**src/hw/rtl/cfq_pkg.sv**
```systemverilog
// ----------------------------------------------------------------------------
// cfq_pkg
// Shared types and constants for the circular FIFO queue unit.
// ----------------------------------------------------------------------------
package cfq_pkg;

  localparam int unsigned DepthDef     = 16;
  localparam int unsigned DataWidthDef = 32;

  localparam int unsigned ReqW    = 2;
  localparam int unsigned WordW   = 32;
  localparam int unsigned EntryW  = 5;
  localparam int unsigned StatusW = 2;

  // Request kinds.
  localparam logic [ReqW-1:0] REQ_INSERT  = 2'd0;
  localparam logic [ReqW-1:0] REQ_DELETE  = 2'd1;
  localparam logic [ReqW-1:0] REQ_DISPLAY = 2'd2;
  localparam logic [ReqW-1:0] REQ_SIZE    = 2'd3;

  // Result status codes.
  localparam logic [StatusW-1:0] ST_OK    = 2'd0;
  localparam logic [StatusW-1:0] ST_FULL  = 2'd1;
  localparam logic [StatusW-1:0] ST_EMPTY = 2'd2;

  // Result queue depth and its count width.
  localparam int unsigned OutqDepth = 4;
  localparam int unsigned OutqAw    = $clog2(OutqDepth);
  localparam int unsigned OutqCw    = $clog2(OutqDepth + 1);

  typedef struct packed {
    logic [ReqW-1:0]  req_type;
    logic [WordW-1:0] value;
  } cmd_t;

  typedef struct packed {
    logic [WordW-1:0]   data_word;
    logic [EntryW-1:0]  entry_count;
    logic [StatusW-1:0] status;
    logic               last_flag;
  } res_t;

endpackage

```
**src/hw/rtl/cfq_front.sv**
```systemverilog
// ----------------------------------------------------------------------------
// cfq_front
// Request intake: a two-entry command queue between the ports and the back end.
// ----------------------------------------------------------------------------
module cfq_front import cfq_pkg::*; (
  input  logic clk_i,
  input  logic rst_ni,
  input  logic push_i,
  output logic full_o,
  input  cmd_t cmd_i,
  output logic cmd_valid_o,
  output cmd_t cmd_o,
  input  logic cmd_pop_i
);

  cmd_t       slot_q [2];
  logic       wr_ptr_q, wr_ptr_d;
  logic       rd_ptr_q, rd_ptr_d;
  logic [1:0] cnt_q, cnt_d;
  logic       do_push, do_pop;

  assign full_o      = (cnt_q == 2'd2);
  assign cmd_valid_o = (cnt_q != 2'd0);
  assign cmd_o       = slot_q[rd_ptr_q];
  assign do_push     = push_i && !full_o;
  assign do_pop      = cmd_pop_i && cmd_valid_o;

  always_comb begin
    wr_ptr_d = do_push ? ~wr_ptr_q : wr_ptr_q;
    rd_ptr_d = do_pop ? ~rd_ptr_q : rd_ptr_q;
    cnt_d    = cnt_q + 2'(do_push) - 2'(do_pop);
  end

  always_ff @(posedge clk_i or negedge rst_ni) begin
    if (!rst_ni) begin
      wr_ptr_q <= 1'b0;
      rd_ptr_q <= 1'b0;
      cnt_q    <= 2'd0;
    end else begin
      wr_ptr_q <= wr_ptr_d;
      rd_ptr_q <= rd_ptr_d;
      cnt_q    <= cnt_d;
    end
  end

  always_ff @(posedge clk_i) begin
    if (do_push) begin
      slot_q[wr_ptr_q] <= cmd_i;
    end
  end

endmodule

```
**src/hw/rtl/cfq_back.sv**
```systemverilog
// ----------------------------------------------------------------------------
// cfq_back
// Executes queued requests against the ring store and issues result items.
// ----------------------------------------------------------------------------
module cfq_back import cfq_pkg::*; #(
  parameter int unsigned DEPTH      = DepthDef,
  parameter int unsigned DATA_WIDTH = DataWidthDef
) (
  input  logic              clk_i,
  input  logic              rst_ni,
  input  logic              cmd_valid_i,
  input  cmd_t              cmd_i,
  output logic              cmd_pop_o,
  input  logic [OutqCw-1:0] outq_cnt_i,
  output logic              res_valid_o,
  output res_t              res_o
);

  localparam int unsigned Aw = (DEPTH > 1) ? $clog2(DEPTH) : 1;
  localparam int unsigned Cw = $clog2(DEPTH + 1);
  localparam logic [Aw-1:0] LastSlot = Aw'(DEPTH - 1);
  localparam logic [Cw-1:0] FullCnt  = Cw'(DEPTH);

  logic [DATA_WIDTH-1:0] mem [DEPTH];
  logic [DATA_WIDTH-1:0] rd_q;

  logic [Aw-1:0] head_q, head_d, tail_q, tail_d;
  logic [Cw-1:0] cnt_q, cnt_d;
  logic          disp_q, disp_d;
  logic [Aw-1:0] dslot_q, dslot_d;
  logic [Cw-1:0] dleft_q, dleft_d;

  logic               s_valid_q, s_mem_q;
  logic [Cw-1:0]      s_cnt_q;
  logic [StatusW-1:0] s_status_q;
  logic               s_last_q;

  logic               issue;
  logic               rd_en, wr_en;
  logic [Aw-1:0]      rd_addr;
  logic               r_mem, r_last;
  logic [Cw-1:0]      r_cnt;
  logic [StatusW-1:0] r_status;
  logic [Aw-1:0]      cur_slot;
  logic [Cw-1:0]      cur_left;
  logic [63:0]        wr_ext, rd_ext;

  function automatic logic [Aw-1:0] next_slot(input logic [Aw-1:0] s);
    return (s == LastSlot) ? '0 : s + Aw'(1);
  endfunction

  // Keep one spare place in the result queue for the item in the read stage.
  assign issue = cmd_valid_i &&
                 ((OutqCw + 1)'(outq_cnt_i) + (OutqCw + 1)'(s_valid_q) <
                  (OutqCw + 1)'(OutqDepth));

  assign cur_slot = disp_q ? dslot_q : head_q;
  assign cur_left = disp_q ? dleft_q : cnt_q;
  assign wr_ext   = 64'(signed'(cmd_i.value));

  always_comb begin
    head_d    = head_q;
    tail_d    = tail_q;
    cnt_d     = cnt_q;
    disp_d    = disp_q;
    dslot_d   = dslot_q;
    dleft_d   = dleft_q;
    cmd_pop_o = 1'b0;
    rd_en     = 1'b0;
    wr_en     = 1'b0;
    rd_addr   = head_q;
    r_mem     = 1'b0;
    r_last    = 1'b1;
    r_cnt     = cnt_q;
    r_status  = ST_OK;
    if (issue) begin
      case (cmd_i.req_type)
        REQ_INSERT: begin
          cmd_pop_o = 1'b1;
          if (cnt_q >= FullCnt) begin
            r_status = ST_FULL;
          end else begin
            wr_en  = 1'b1;
            tail_d = next_slot(tail_q);
            cnt_d  = cnt_q + Cw'(1);
            r_cnt  = cnt_d;
          end
        end
        REQ_DELETE: begin
          cmd_pop_o = 1'b1;
          if (cnt_q == '0) begin
            r_status = ST_EMPTY;
          end else begin
            rd_en   = 1'b1;
            rd_addr = head_q;
            r_mem   = 1'b1;
            head_d  = next_slot(head_q);
            cnt_d   = cnt_q - Cw'(1);
            r_cnt   = cnt_d;
          end
        end
        REQ_DISPLAY: begin
          if (cnt_q == '0) begin
            cmd_pop_o = 1'b1;
            r_status  = ST_EMPTY;
          end else begin
            rd_en   = 1'b1;
            rd_addr = cur_slot;
            r_mem   = 1'b1;
            r_last  = (cur_left == Cw'(1));
            if (r_last) begin
              cmd_pop_o = 1'b1;
              disp_d    = 1'b0;
            end else begin
              disp_d  = 1'b1;
              dslot_d = next_slot(cur_slot);
              dleft_d = cur_left - Cw'(1);
            end
          end
        end
        default: begin
          cmd_pop_o = 1'b1;
        end
      endcase
    end
  end

  always_ff @(posedge clk_i or negedge rst_ni) begin
    if (!rst_ni) begin
      head_q     <= '0;
      tail_q     <= '0;
      cnt_q      <= '0;
      disp_q     <= 1'b0;
      dslot_q    <= '0;
      dleft_q    <= '0;
      s_valid_q  <= 1'b0;
    end else begin
      head_q     <= head_d;
      tail_q     <= tail_d;
      cnt_q      <= cnt_d;
      disp_q     <= disp_d;
      dslot_q    <= dslot_d;
      dleft_q    <= dleft_d;
      s_valid_q  <= issue;
    end
  end

  always_ff @(posedge clk_i) begin
    s_mem_q    <= r_mem;
    s_cnt_q    <= r_cnt;
    s_status_q <= r_status;
    s_last_q   <= r_last;
  end

  // Ring store: one write port, one registered read port.
  always_ff @(posedge clk_i) begin
    if (wr_en) begin
      mem[tail_q] <= wr_ext[DATA_WIDTH-1:0];
    end
    if (rd_en) begin
      rd_q <= mem[rd_addr];
    end
  end

  assign rd_ext = 64'(signed'(rd_q));

  assign res_valid_o       = s_valid_q;
  assign res_o.data_word   = s_mem_q ? rd_ext[WordW-1:0] : '0;
  assign res_o.entry_count = EntryW'(s_cnt_q);
  assign res_o.status      = s_status_q;
  assign res_o.last_flag   = s_last_q;

endmodule

```
**src/hw/rtl/cfq_outq.sv**
```systemverilog
// ----------------------------------------------------------------------------
// cfq_outq
// Result queue that decouples the back end from the consumer.
// ----------------------------------------------------------------------------
module cfq_outq import cfq_pkg::*; (
  input  logic              clk_i,
  input  logic              rst_ni,
  input  logic              res_valid_i,
  input  res_t              res_i,
  output logic [OutqCw-1:0] cnt_o,
  output logic              empty_o,
  input  logic              pop_i,
  output res_t              res_o
);

  res_t              slot_q [OutqDepth];
  logic [OutqAw-1:0] wr_ptr_q, rd_ptr_q;
  logic [OutqCw-1:0] cnt_q;
  logic              do_pop;

  assign empty_o = (cnt_q == '0);
  assign cnt_o   = cnt_q;
  assign res_o   = slot_q[rd_ptr_q];
  assign do_pop  = pop_i && !empty_o;

  // The back end never pushes without a free place, so no full check here.
  always_ff @(posedge clk_i or negedge rst_ni) begin
    if (!rst_ni) begin
      wr_ptr_q <= '0;
      rd_ptr_q <= '0;
      cnt_q    <= '0;
    end else begin
      if (res_valid_i) begin
        wr_ptr_q <= wr_ptr_q + OutqAw'(1);
      end
      if (do_pop) begin
        rd_ptr_q <= rd_ptr_q + OutqAw'(1);
      end
      cnt_q <= cnt_q + OutqCw'(res_valid_i) - OutqCw'(do_pop);
    end
  end

  always_ff @(posedge clk_i) begin
    if (res_valid_i) begin
      slot_q[wr_ptr_q] <= res_i;
    end
  end

endmodule

```
**src/hw/rtl/circular_fifo_queue_unit.sv**
```systemverilog
// Path: command queue, back end read stage, result queue, each registered.
// Throughput: insert, delete and size, one per cycle; display, one entry per
// cycle, set by the single read port; all while the result queue has room.
// Reset: asynchronous, active low; pointers, counts and both queues clear,
// the ring store keeps its contents and needs no clearing pass.
// ----------------------------------------------------------------------------
// circular_fifo_queue_unit
// Ring-buffer FIFO of signed words driven by insert, delete, display and size
// requests, with queue-style request and result ports.
// ----------------------------------------------------------------------------
module circular_fifo_queue_unit import cfq_pkg::*; #(
  parameter int unsigned DEPTH      = DepthDef,
  parameter int unsigned DATA_WIDTH = DataWidthDef
) (
  input  logic               clk_i,
  input  logic               rst_ni,
  // Request side: a transfer happens when push is high and full is low.
  input  logic               push,
  output logic               full,
  input  logic [ReqW-1:0]    req_type_i,
  input  logic [WordW-1:0]   push_value_i,
  // Result side: a transfer happens when pop is high and empty is low.
  output logic               empty,
  input  logic               pop,
  output logic [WordW-1:0]   data_word_o,
  output logic [EntryW-1:0]  entry_count_o,
  output logic [StatusW-1:0] status_o,
  output logic               last_flag_o
);

  cmd_t              cmd_in, cmd;
  logic              cmd_valid, cmd_pop;
  logic              res_valid;
  res_t              res, res_head;
  logic [OutqCw-1:0] outq_cnt;

  assign cmd_in.req_type = req_type_i;
  assign cmd_in.value    = push_value_i;

  // The front end only buffers requests, so a request transfer never waits
  // on the back end unless two requests are already pending.
  cfq_front u_front (
    .clk_i       (clk_i),
    .rst_ni      (rst_ni),
    .push_i      (push),
    .full_o      (full),
    .cmd_i       (cmd_in),
    .cmd_valid_o (cmd_valid),
    .cmd_o       (cmd),
    .cmd_pop_i   (cmd_pop)
  );

  // The back end owns the ring store and its head, tail and count. A display
  // request stays at the head of the command queue until its last entry has
  // been issued.
  cfq_back #(
    .DEPTH      (DEPTH),
    .DATA_WIDTH (DATA_WIDTH)
  ) u_back (
    .clk_i       (clk_i),
    .rst_ni      (rst_ni),
    .cmd_valid_i (cmd_valid),
    .cmd_i       (cmd),
    .cmd_pop_o   (cmd_pop),
    .outq_cnt_i  (outq_cnt),
    .res_valid_o (res_valid),
    .res_o       (res)
  );

  // Results wait here, so a stalled consumer only stops the back end once
  // the queue has no free place left.
  cfq_outq u_outq (
    .clk_i       (clk_i),
    .rst_ni      (rst_ni),
    .res_valid_i (res_valid),
    .res_i       (res),
    .cnt_o       (outq_cnt),
    .empty_o     (empty),
    .pop_i       (pop),
    .res_o       (res_head)
  );

  assign data_word_o   = res_head.data_word;
  assign entry_count_o = res_head.entry_count;
  assign status_o      = res_head.status;
  assign last_flag_o   = res_head.last_flag;

endmodule
```
**config.mk**
```make
export PLATFORM = sky130hd
export DESIGN_NAME = circular_fifo_queue_unit
export DESIGN_NICKNAME = d
export VERILOG_FILES = /design/src/hw/rtl/cfq_pkg.sv /design/src/hw/rtl/cfq_front.sv /design/src/hw/rtl/cfq_back.sv /design/src/hw/rtl/cfq_outq.sv /design/src/hw/rtl/circular_fifo_queue_unit.sv
export SDC_FILE = /design/constraint.sdc
export NUM_CORES = 1
export LEC_CHECK = 0
export BUFFER_PORTS_ARGS = -buffer_cell sky130_fd_sc_hd__buf_2
export CAP_MARGIN = 40
export CELL_PAD_IN_SITES_DETAIL_PLACEMENT = 1
export CELL_PAD_IN_SITES_GLOBAL_PLACEMENT = 1
export CORE_AREA = 2 2 236 238
export DETAILED_ROUTE_END_ITERATION = 8
export DIE_AREA = 0 0 238 240
export HOLD_SLACK_MARGIN = 0.03
export PLACE_DENSITY_LB_ADDON = 0.1
export SETUP_SLACK_MARGIN = 0.3
export SLEW_MARGIN = 30
export SYNTH_ARGS = -nofsm -noshare
export SYNTH_HDL_FRONTEND = slang
export SYNTH_SLANG_ARGS = --single-unit
```
**constraint.sdc**
```tcl
create_clock -name clk_i -period 6.5 [get_ports clk_i]
set_input_delay 0.975 -clock clk_i [delete_from_list [all_inputs] [get_ports clk_i]]
set_output_delay 0.975 -clock clk_i [all_outputs]
set_load 0.03 [all_outputs]
```
==> results.py, run 1 <==
metrics = {
    "outcome": {
        "status": "finished, final reports clean",
    },
    "timing": {
        "setup_viol": 0,
        "relSlewSlack": 0.470,
        "worst_hold_slack_ps": 284,
        "drv_slew": 0,
        "finalSetupTns_ps": 0,
        "fin_worst_skew_ps": 21.2,
        "timing.final.crit_share": 0.738,
        "hold_violations": 0,
        "layout_min_cycle_time_ps": 4790,
        "worst_slew_pin_slew_ps": 778,
        "timing.fmax_mhz": 209,
        "grt_setup_unrepaired": "no",
    },
    "synth": {
        "synth-edff-count": 772,
        "synth.net_count": 1711,
        "synth_top_area_frac": 0.738,
        "ys_async_sr_fraction": 0.0429,
        "synthFlopType": "edfxtp_1",
        "yosysSeqAreaShare": 0.772,
        "synth-seq-cells": 816,
        "ys.warnings.count": 0,
        "avgSynthCellArea_um2": 19.0,
        "syn_inst": 1649,
        "synthTopCellsByArea": "edfxtp_1 (74%), mux2i_1 (8.4%), mux4_2 (2.9%)",
        "yosysTopAreaCell": "edfxtp_1",
        "synth.cell_area_um2": 31400,
        "yosysUniqueCellTypes": 56,
    },
    "power": {
        "peakVddDrop_mv": 0.276,
        "seq_power_share": 0.445,
        "power.leakage_uw": 0.0127,
        "pwr-share-comb": 0.291,
        "p_total_uw": 16800,
        "power.share.clock": 0.264,
        "swShare": 0.325,
        "powerDensity_nw_per_um2": 478,
        "intPower_uw": 11300,
        "switching_power_uw": 5470,
    },
    "clock_network": {
        "ctsHoldBuffers": 0,
        "ctsResizeCount": 0,
        "cts.clk_slew.worst_paths_ps": 60,
        "insertion_delay_ps": 630,
        "cts_inserted_buffers": 79,
        "clockBufferDepth": 3,
        "cts_tree": "yes",
        "cts_sinks": 816,
        "postCtsSetupBuffers": 0,
        "cts_root_buf": "clkbuf_16",
        "htreeDepth": 3,
    },
    "floorplanning": {
        "rows": 86,
        "io_pins": 80,
        "start_util": 0.574,
        "design.core.area_um2": 54700,
        "fp.dieW_um": 238,
        "die_area_um2": 57100,
        "die_y_um": 240,
    },
    "drt": {
        "via_per_inst": 6.29,
        "drt.antenna.violating_nets": 0,
        "wl_per_cell_um": 28.9,
        "drt_iter0_drc": 1173,
        "via_count": 15900,
        "drc": 0,
        "drt_wl_total_mm": 73.1,
        "drt_pre_antenna_iters": 7,
    },
    "placed_design": {
        "dp_hpwl_mm": 39.5,
        "port_buffers": 79,
        "place_area_um2": 32600,
        "place_congestion": 0.784,
    },
    "worst_setup_path": {
        "path_common_cell": "mux2i_1",
        "cp-end-kind": "flop",
        "cp_data_arrival_time_ps": 5140,
        "slowest_delay_ps": 780,
        "start_kind": "flop",
        "crit_chain": "buf_4 -> mux2i_1 -> ha_1 -> inv_1 -> nor2_2 -> and3_1 -> mux2i_4 -> buf_12 -> mux2i_1 -> o22ai_1 -> or4_1",
        "cp_max_fo": 74,
        "timing.rr.start": "u_front.rd_ptr_q",
        "r2r_slack_ps": 1710,
        "critPathSlowestCell": "mux2i_4",
        "criticalPathCategory": "flop to flop",
        "r2r_cells": 11,
        "critical_path_required_ps": 6850,
        "rr_endpoint": "u_back.rd_q[16]",
    },
    "run": {
        "cap_violations": 0,
    },
    "global_routing": {
        "grtUsageTotal": 0.261,
        "grt_max_degree": 75,
        "overflow": 0,
        "grt_pass1_wl_mm": 108,
        "grt_pass1_vias": 17000,
        "antenna_found_initial": 2,
    },
    "cells_and_area": {
        "syn2layout_area_growth_pct": 12.0,
        "antenna_cells": 0,
        "layout.nets": 1826,
        "mostFrequentLayoutCells": "edfxtp_1 (772), mux2i_1 (265), o22ai_1 (133)",
        "final_area_um2": 35200,
        "drive_above_1_share": 0.184,
        "layout_commonest_cell": "edfxtp_1",
    },
    "hold_path": {
        "timing.hold.worst.class": "input pin to async pin",
    },
}
==> flip-flops by register name, summed over array words and instances, names as in the netlist, 3 cells and up <==
signal          cells
u_back.tail_q       4
u_back.dleft_q      5
u_outq.slot_q     160
u_back.cnt_q        5
u_back.head_q       4
u_back.dslot_q      4
u_back.s_cnt_q      5
u_back.mem        512
u_outq.cnt_o        3
u_back.rd_q        32
u_front.slot_q     68
==> cell type report <==
cell class | instances | area (um^2)
clock buffer | 101 | 2190
tap | 704 | 881
sequential | 816 | 24200
clock inverter | 45 | 322
fill | 4557 | 19500
timing repair buffer | 114 | 763
inverter | 22 | 82.6
multi-input combinational | 731 | 6680
==> layer usage <==
layer,track usage,part of all wire,up-vias,wire length (um)
li1,-,-,6857,-
met1,0.342,0.41,8352,30000
met2,0.443,0.50,570,36400
met3,0.0432,0.062,159,4500
met4,0.101,0.031,0,2240
met5,0,0,-,0
==> kinds of logic (layout without fill, tap and decap cells) <==
| logic type | count (synthesis) | count (layout) | share of synthesized area |
|---|---|---|---|
| adder cells (fa/ha/maj) | 24 | 24 | 0.00980 |
| flip-flops | 816 | 816 | 0.772 |
| AND/OR/NAND/NOR | 170 | 170 | 0.0327 |
| multiplexers | 345 | 345 | 0.128 |
| XOR/XNOR | 14 | 14 | 0.00391 |
| AO/OA/AOI/OAI | 178 | 178 | 0.0354 |
| buffers and inverters | 102 | 282 | 0.0177 |
==> worst max-delay path, delay by kind of cell (launching register included) <==
family	cells	cell delay [ps]
AO/OA/AOI/OAI	1	120
AND/OR/NAND/NOR	3	1200
buffers and inverters	3	1070
flip-flops	1	350
multiplexers	3	1460
adder cells (fa/ha/maj)	1	200
==> power groups by stage <==
stage	Sequential [uW]	Clock (uW)	Combinational, uW
after CTS	7470	4500	4940
after global routing	7530	4690	5270
final	7470	4440	4900
after detailed placement	7570	0	4880
after floorplan	7280	0	3640
after global placement	7530	0	4650
==> cell usage after synthesis, drive strengths merged (11+ instances only) <==
library cell	n
and2	53
buf	53
clkbuf	25
dfrtp	35
edfxtp	772
ha	23
inv	22
mux2	38
mux2i	266
mux4	41
nand2	35
nand3	11
nor2	12
o21ai	20
o22ai	133
or4	32
==> worst max-delay path by stage <==
stage                           startpoint         endpoint
after floorplan           u_front.rd_ptr_q  u_back.rd_q[30]
after global placement    u_front.rd_ptr_q  u_back.rd_q[18]
after detailed placement  u_front.rd_ptr_q  u_back.rd_q[16]
after CTS                 u_front.rd_ptr_q  u_back.rd_q[16]
after global routing      u_front.rd_ptr_q  u_back.rd_q[16]
final                     u_front.rd_ptr_q  u_back.rd_q[16]
==> metrics by stage <==
| stage | worst slack, ps | std cells | util |
|---|---|---|---|
| after floorplan | 2880 | 1649 | - |
| after global placement | 1930 | 2382 | 0.595 |
| after detailed placement | 1730 | 2386 | 0.597 |
| after CTS | 1680 | 2532 | 0.643 |
| after global routing | 1460 | 2533 | 0.643 |
| final | 1710 | 2533 | 0.643 |
Note: power is estimated with default switching activity, not from simulation.
==> run 2: changes to the inputs <==
--- a/config.mk
+++ b/config.mk
@@ -9,9 +9,9 @@
 export CAP_MARGIN = 40
 export CELL_PAD_IN_SITES_DETAIL_PLACEMENT = 1
 export CELL_PAD_IN_SITES_GLOBAL_PLACEMENT = 1
-export CORE_AREA = 2 2 236 238
+export CORE_AREA = 2 2 257 259
 export DETAILED_ROUTE_END_ITERATION = 8
-export DIE_AREA = 0 0 238 240
+export DIE_AREA = 0 0 259 261
 export HOLD_SLACK_MARGIN = 0.03
 export PLACE_DENSITY_LB_ADDON = 0.1
 export SETUP_SLACK_MARGIN = 0.3
==> constraint.sdc (replaced) <==
create_clock -name clk_i -period 4.3 [get_ports clk_i]
set_input_delay 0.645 -clock clk_i [delete_from_list [all_inputs] [get_ports clk_i]]
set_output_delay 0.645 -clock clk_i [all_outputs]
set_load 0.03 [all_outputs]
==> run 2 against run 1 <==
Core utilization fell by 8.9 points. Design area rose by 2.6%. Flip-flop and latch count did not move. Via count fell by 1.7%. Routed wire length rose by 0.43%. Cell count rose by 7.8%. Sequential share of layout area fell by 1.7 points. Maximum frequency rose by 27%. Non-clock buffer count rose by 27. Clock power rose by 66%. Count of clock-buffer cells in the layout rose by 6.
==> results.py, run 2 (same netlist as run 1, synthesis figures left out) <==
metrics = {
    "global_routing": {
        "grt_max_degree": 51,
        "grt_pass1_vias": 16600,
        "antenna_found_initial": 4,
        "overflow": 0,
        "grtUsageTotal": 0.220,
        "grt_pass1_wl_mm": 108,
    },
    "cells_and_area": {
        "layout.nets": 1858,
        "final_area_um2": 36100,
        "largest_reg_flops": 512,
        "top_register": "u_back.mem",
        "top_regs": "u_back.mem (512), u_outq.slot_q (160), u_front.slot_q (68)",
        "layout_commonest_cell": "edfxtp_1",
        "drive_above_1_share": 0.203,
        "syn2layout_area_growth_pct": 14.9,
        "mostFrequentLayoutCells": "edfxtp_1 (772), mux2i_1 (265), o22ai_1 (133)",
    },
    "placed_design": {
        "place_area_um2": 33200,
        "dp_hpwl_mm": 40.6,
        "port_buffers": 79,
        "place_congestion": 0.774,
    },
    "clock_network": {
        "htreeDepth": 3,
        "clockBufferDepth": 3,
        "cts_inserted_buffers": 84,
        "ctsResizeCount": 0,
        "cts_root_buf": "clkbuf_16",
        "cts_sinks": 816,
        "insertion_delay_ps": 640,
        "cts.clk_slew.worst_paths_ps": 60,
        "cts_tree": "yes",
    },
    "floorplanning": {
        "die_area_um2": 67600,
        "die_y_um": 261,
        "design.core.area_um2": 65000,
        "rows": 94,
        "io_pins": 80,
        "start_util": 0.483,
        "fp.dieW_um": 259,
    },
    "power": {
        "powerDensity_nw_per_um2": 731,
        "peakVddDrop_mv": 0.387,
        "power.leakage_uw": 0.0130,
    },
    "timing": {
        "drv_slew": 0,
        "relSlewSlack": 0.485,
        "grt_setup_unrepaired": "no",
        "layout_min_cycle_time_ps": 3780,
        "timing.final.crit_share": 0.879,
        "hold_violations": 0,
        "finalSetupTns_ps": 0,
        "fin_worst_skew_ps": 29.4,
        "timing.fmax_mhz": 264,
        "setup_viol": 0,
        "worst_slew_pin_slew_ps": 772,
    },
    "drt": {
        "drt_wl_total_mm": 73.4,
        "drt.antenna.violating_nets": 0,
        "via_count": 15700,
        "drt_pre_antenna_iters": 5,
        "drt_iter0_drc": 1203,
        "wl_per_cell_um": 26.9,
        "drc": 0,
        "via_per_inst": 5.74,
    },
    "worst_setup_path": {
        "cp-end-kind": "flop",
        "critical_path_required_ps": 4640,
        "criticalPathCategory": "flop to flop",
        "cp_data_arrival_time_ps": 4120,
        "start_kind": "flop",
        "cp_max_fo": 32,
    },
    "outcome": {
        "status": "finished, final reports clean",
    },
    "run": {
        "cap_violations": 0,
    },
    "hold_path": {
        "timing.hold.worst.class": "input pin to flop",
    },
}
run 2: final cells by class:
class,instances,area [um^2]
fillers,5694,29000
flip-flops and latches,816,24200
multi-input cells,731,6670
clock buffers,107,2300
repair buffers,141,1180
well taps,864,1080
clock inverters,48,497
inverters,22,82.6
diodes,2,5.00
run 2: what timing repair did:
item / 4_1_cts / 5_1_grt
setup endpoints to repair: 0 / 30
buffers inserted: 0 / 1
hold endpoints to repair: 0 / 9
hold buffers: 0 / 1
run 2: metrics by stage:
step	util	instances	hold WS, ps	setup slack (ps)	total power (uW)
global route	0.554	2729	180	319	27500
floorplan	-	1649	349	684	16500
finish	0.554	2731	190	519	26300
detailed placement	0.511	2571	465	409	19200
CTS	0.554	2726	115	389	26600
global placement	0.510	2571	456	529	18900
run 2: power breakdown:
part / switching, uW / total (uW) / internal (uW) / leakage (uW)
Clock: 3020 / 7360 / 4340 / 0.00135
Combinational: 4730 / 7650 / 2920 / 0.00413
Sequential: 708 / 11300 / 10600 / 0.00754
run 2: final timing paths:
path | slack, ps | startpoint | to | cells after the start
worst min-delay path | 190 | push_value_i[15] | u_front.slot_q[0][15] | 1
worst max-delay path | 520 | u_back.cnt_q[0] | u_back.rd_q[24] | 10
max in group asynchronous | 3420 | rst_ni | u_outq.rd_ptr_q[1] | 3
worst max register to register | 520 | u_back.cnt_q[0] | u_back.rd_q[24] | 10
worst min register to register | 470 | u_back.s_cnt_q[1] | u_outq.slot_q[2][4] | 0
min in group asynchronous | 430 | rst_ni | u_back.dleft_q[2] | 2
run 2: critical path, stage by stage, from the launching register on:
cell and delay, ps:
dfrtp_1 450, inv_1 130, ha_1 220, nor4b_4 480
nor2_2 80, and3_1 250, buf_4 190, mux2_4 350
nand2_4 510, o22ai_1 190, or4_1 620
run 2: per-layer routing:
layer / track usage / vias up / wire length (um)
li1: - / 6911 / -
met1: 0.302 / 8300 / 31800
met2: 0.372 / 361 / 36700
met3: 0.0295 / 101 / 3450
met4: 0.0620 / 0 / 1420
met5: 0 / - / 0
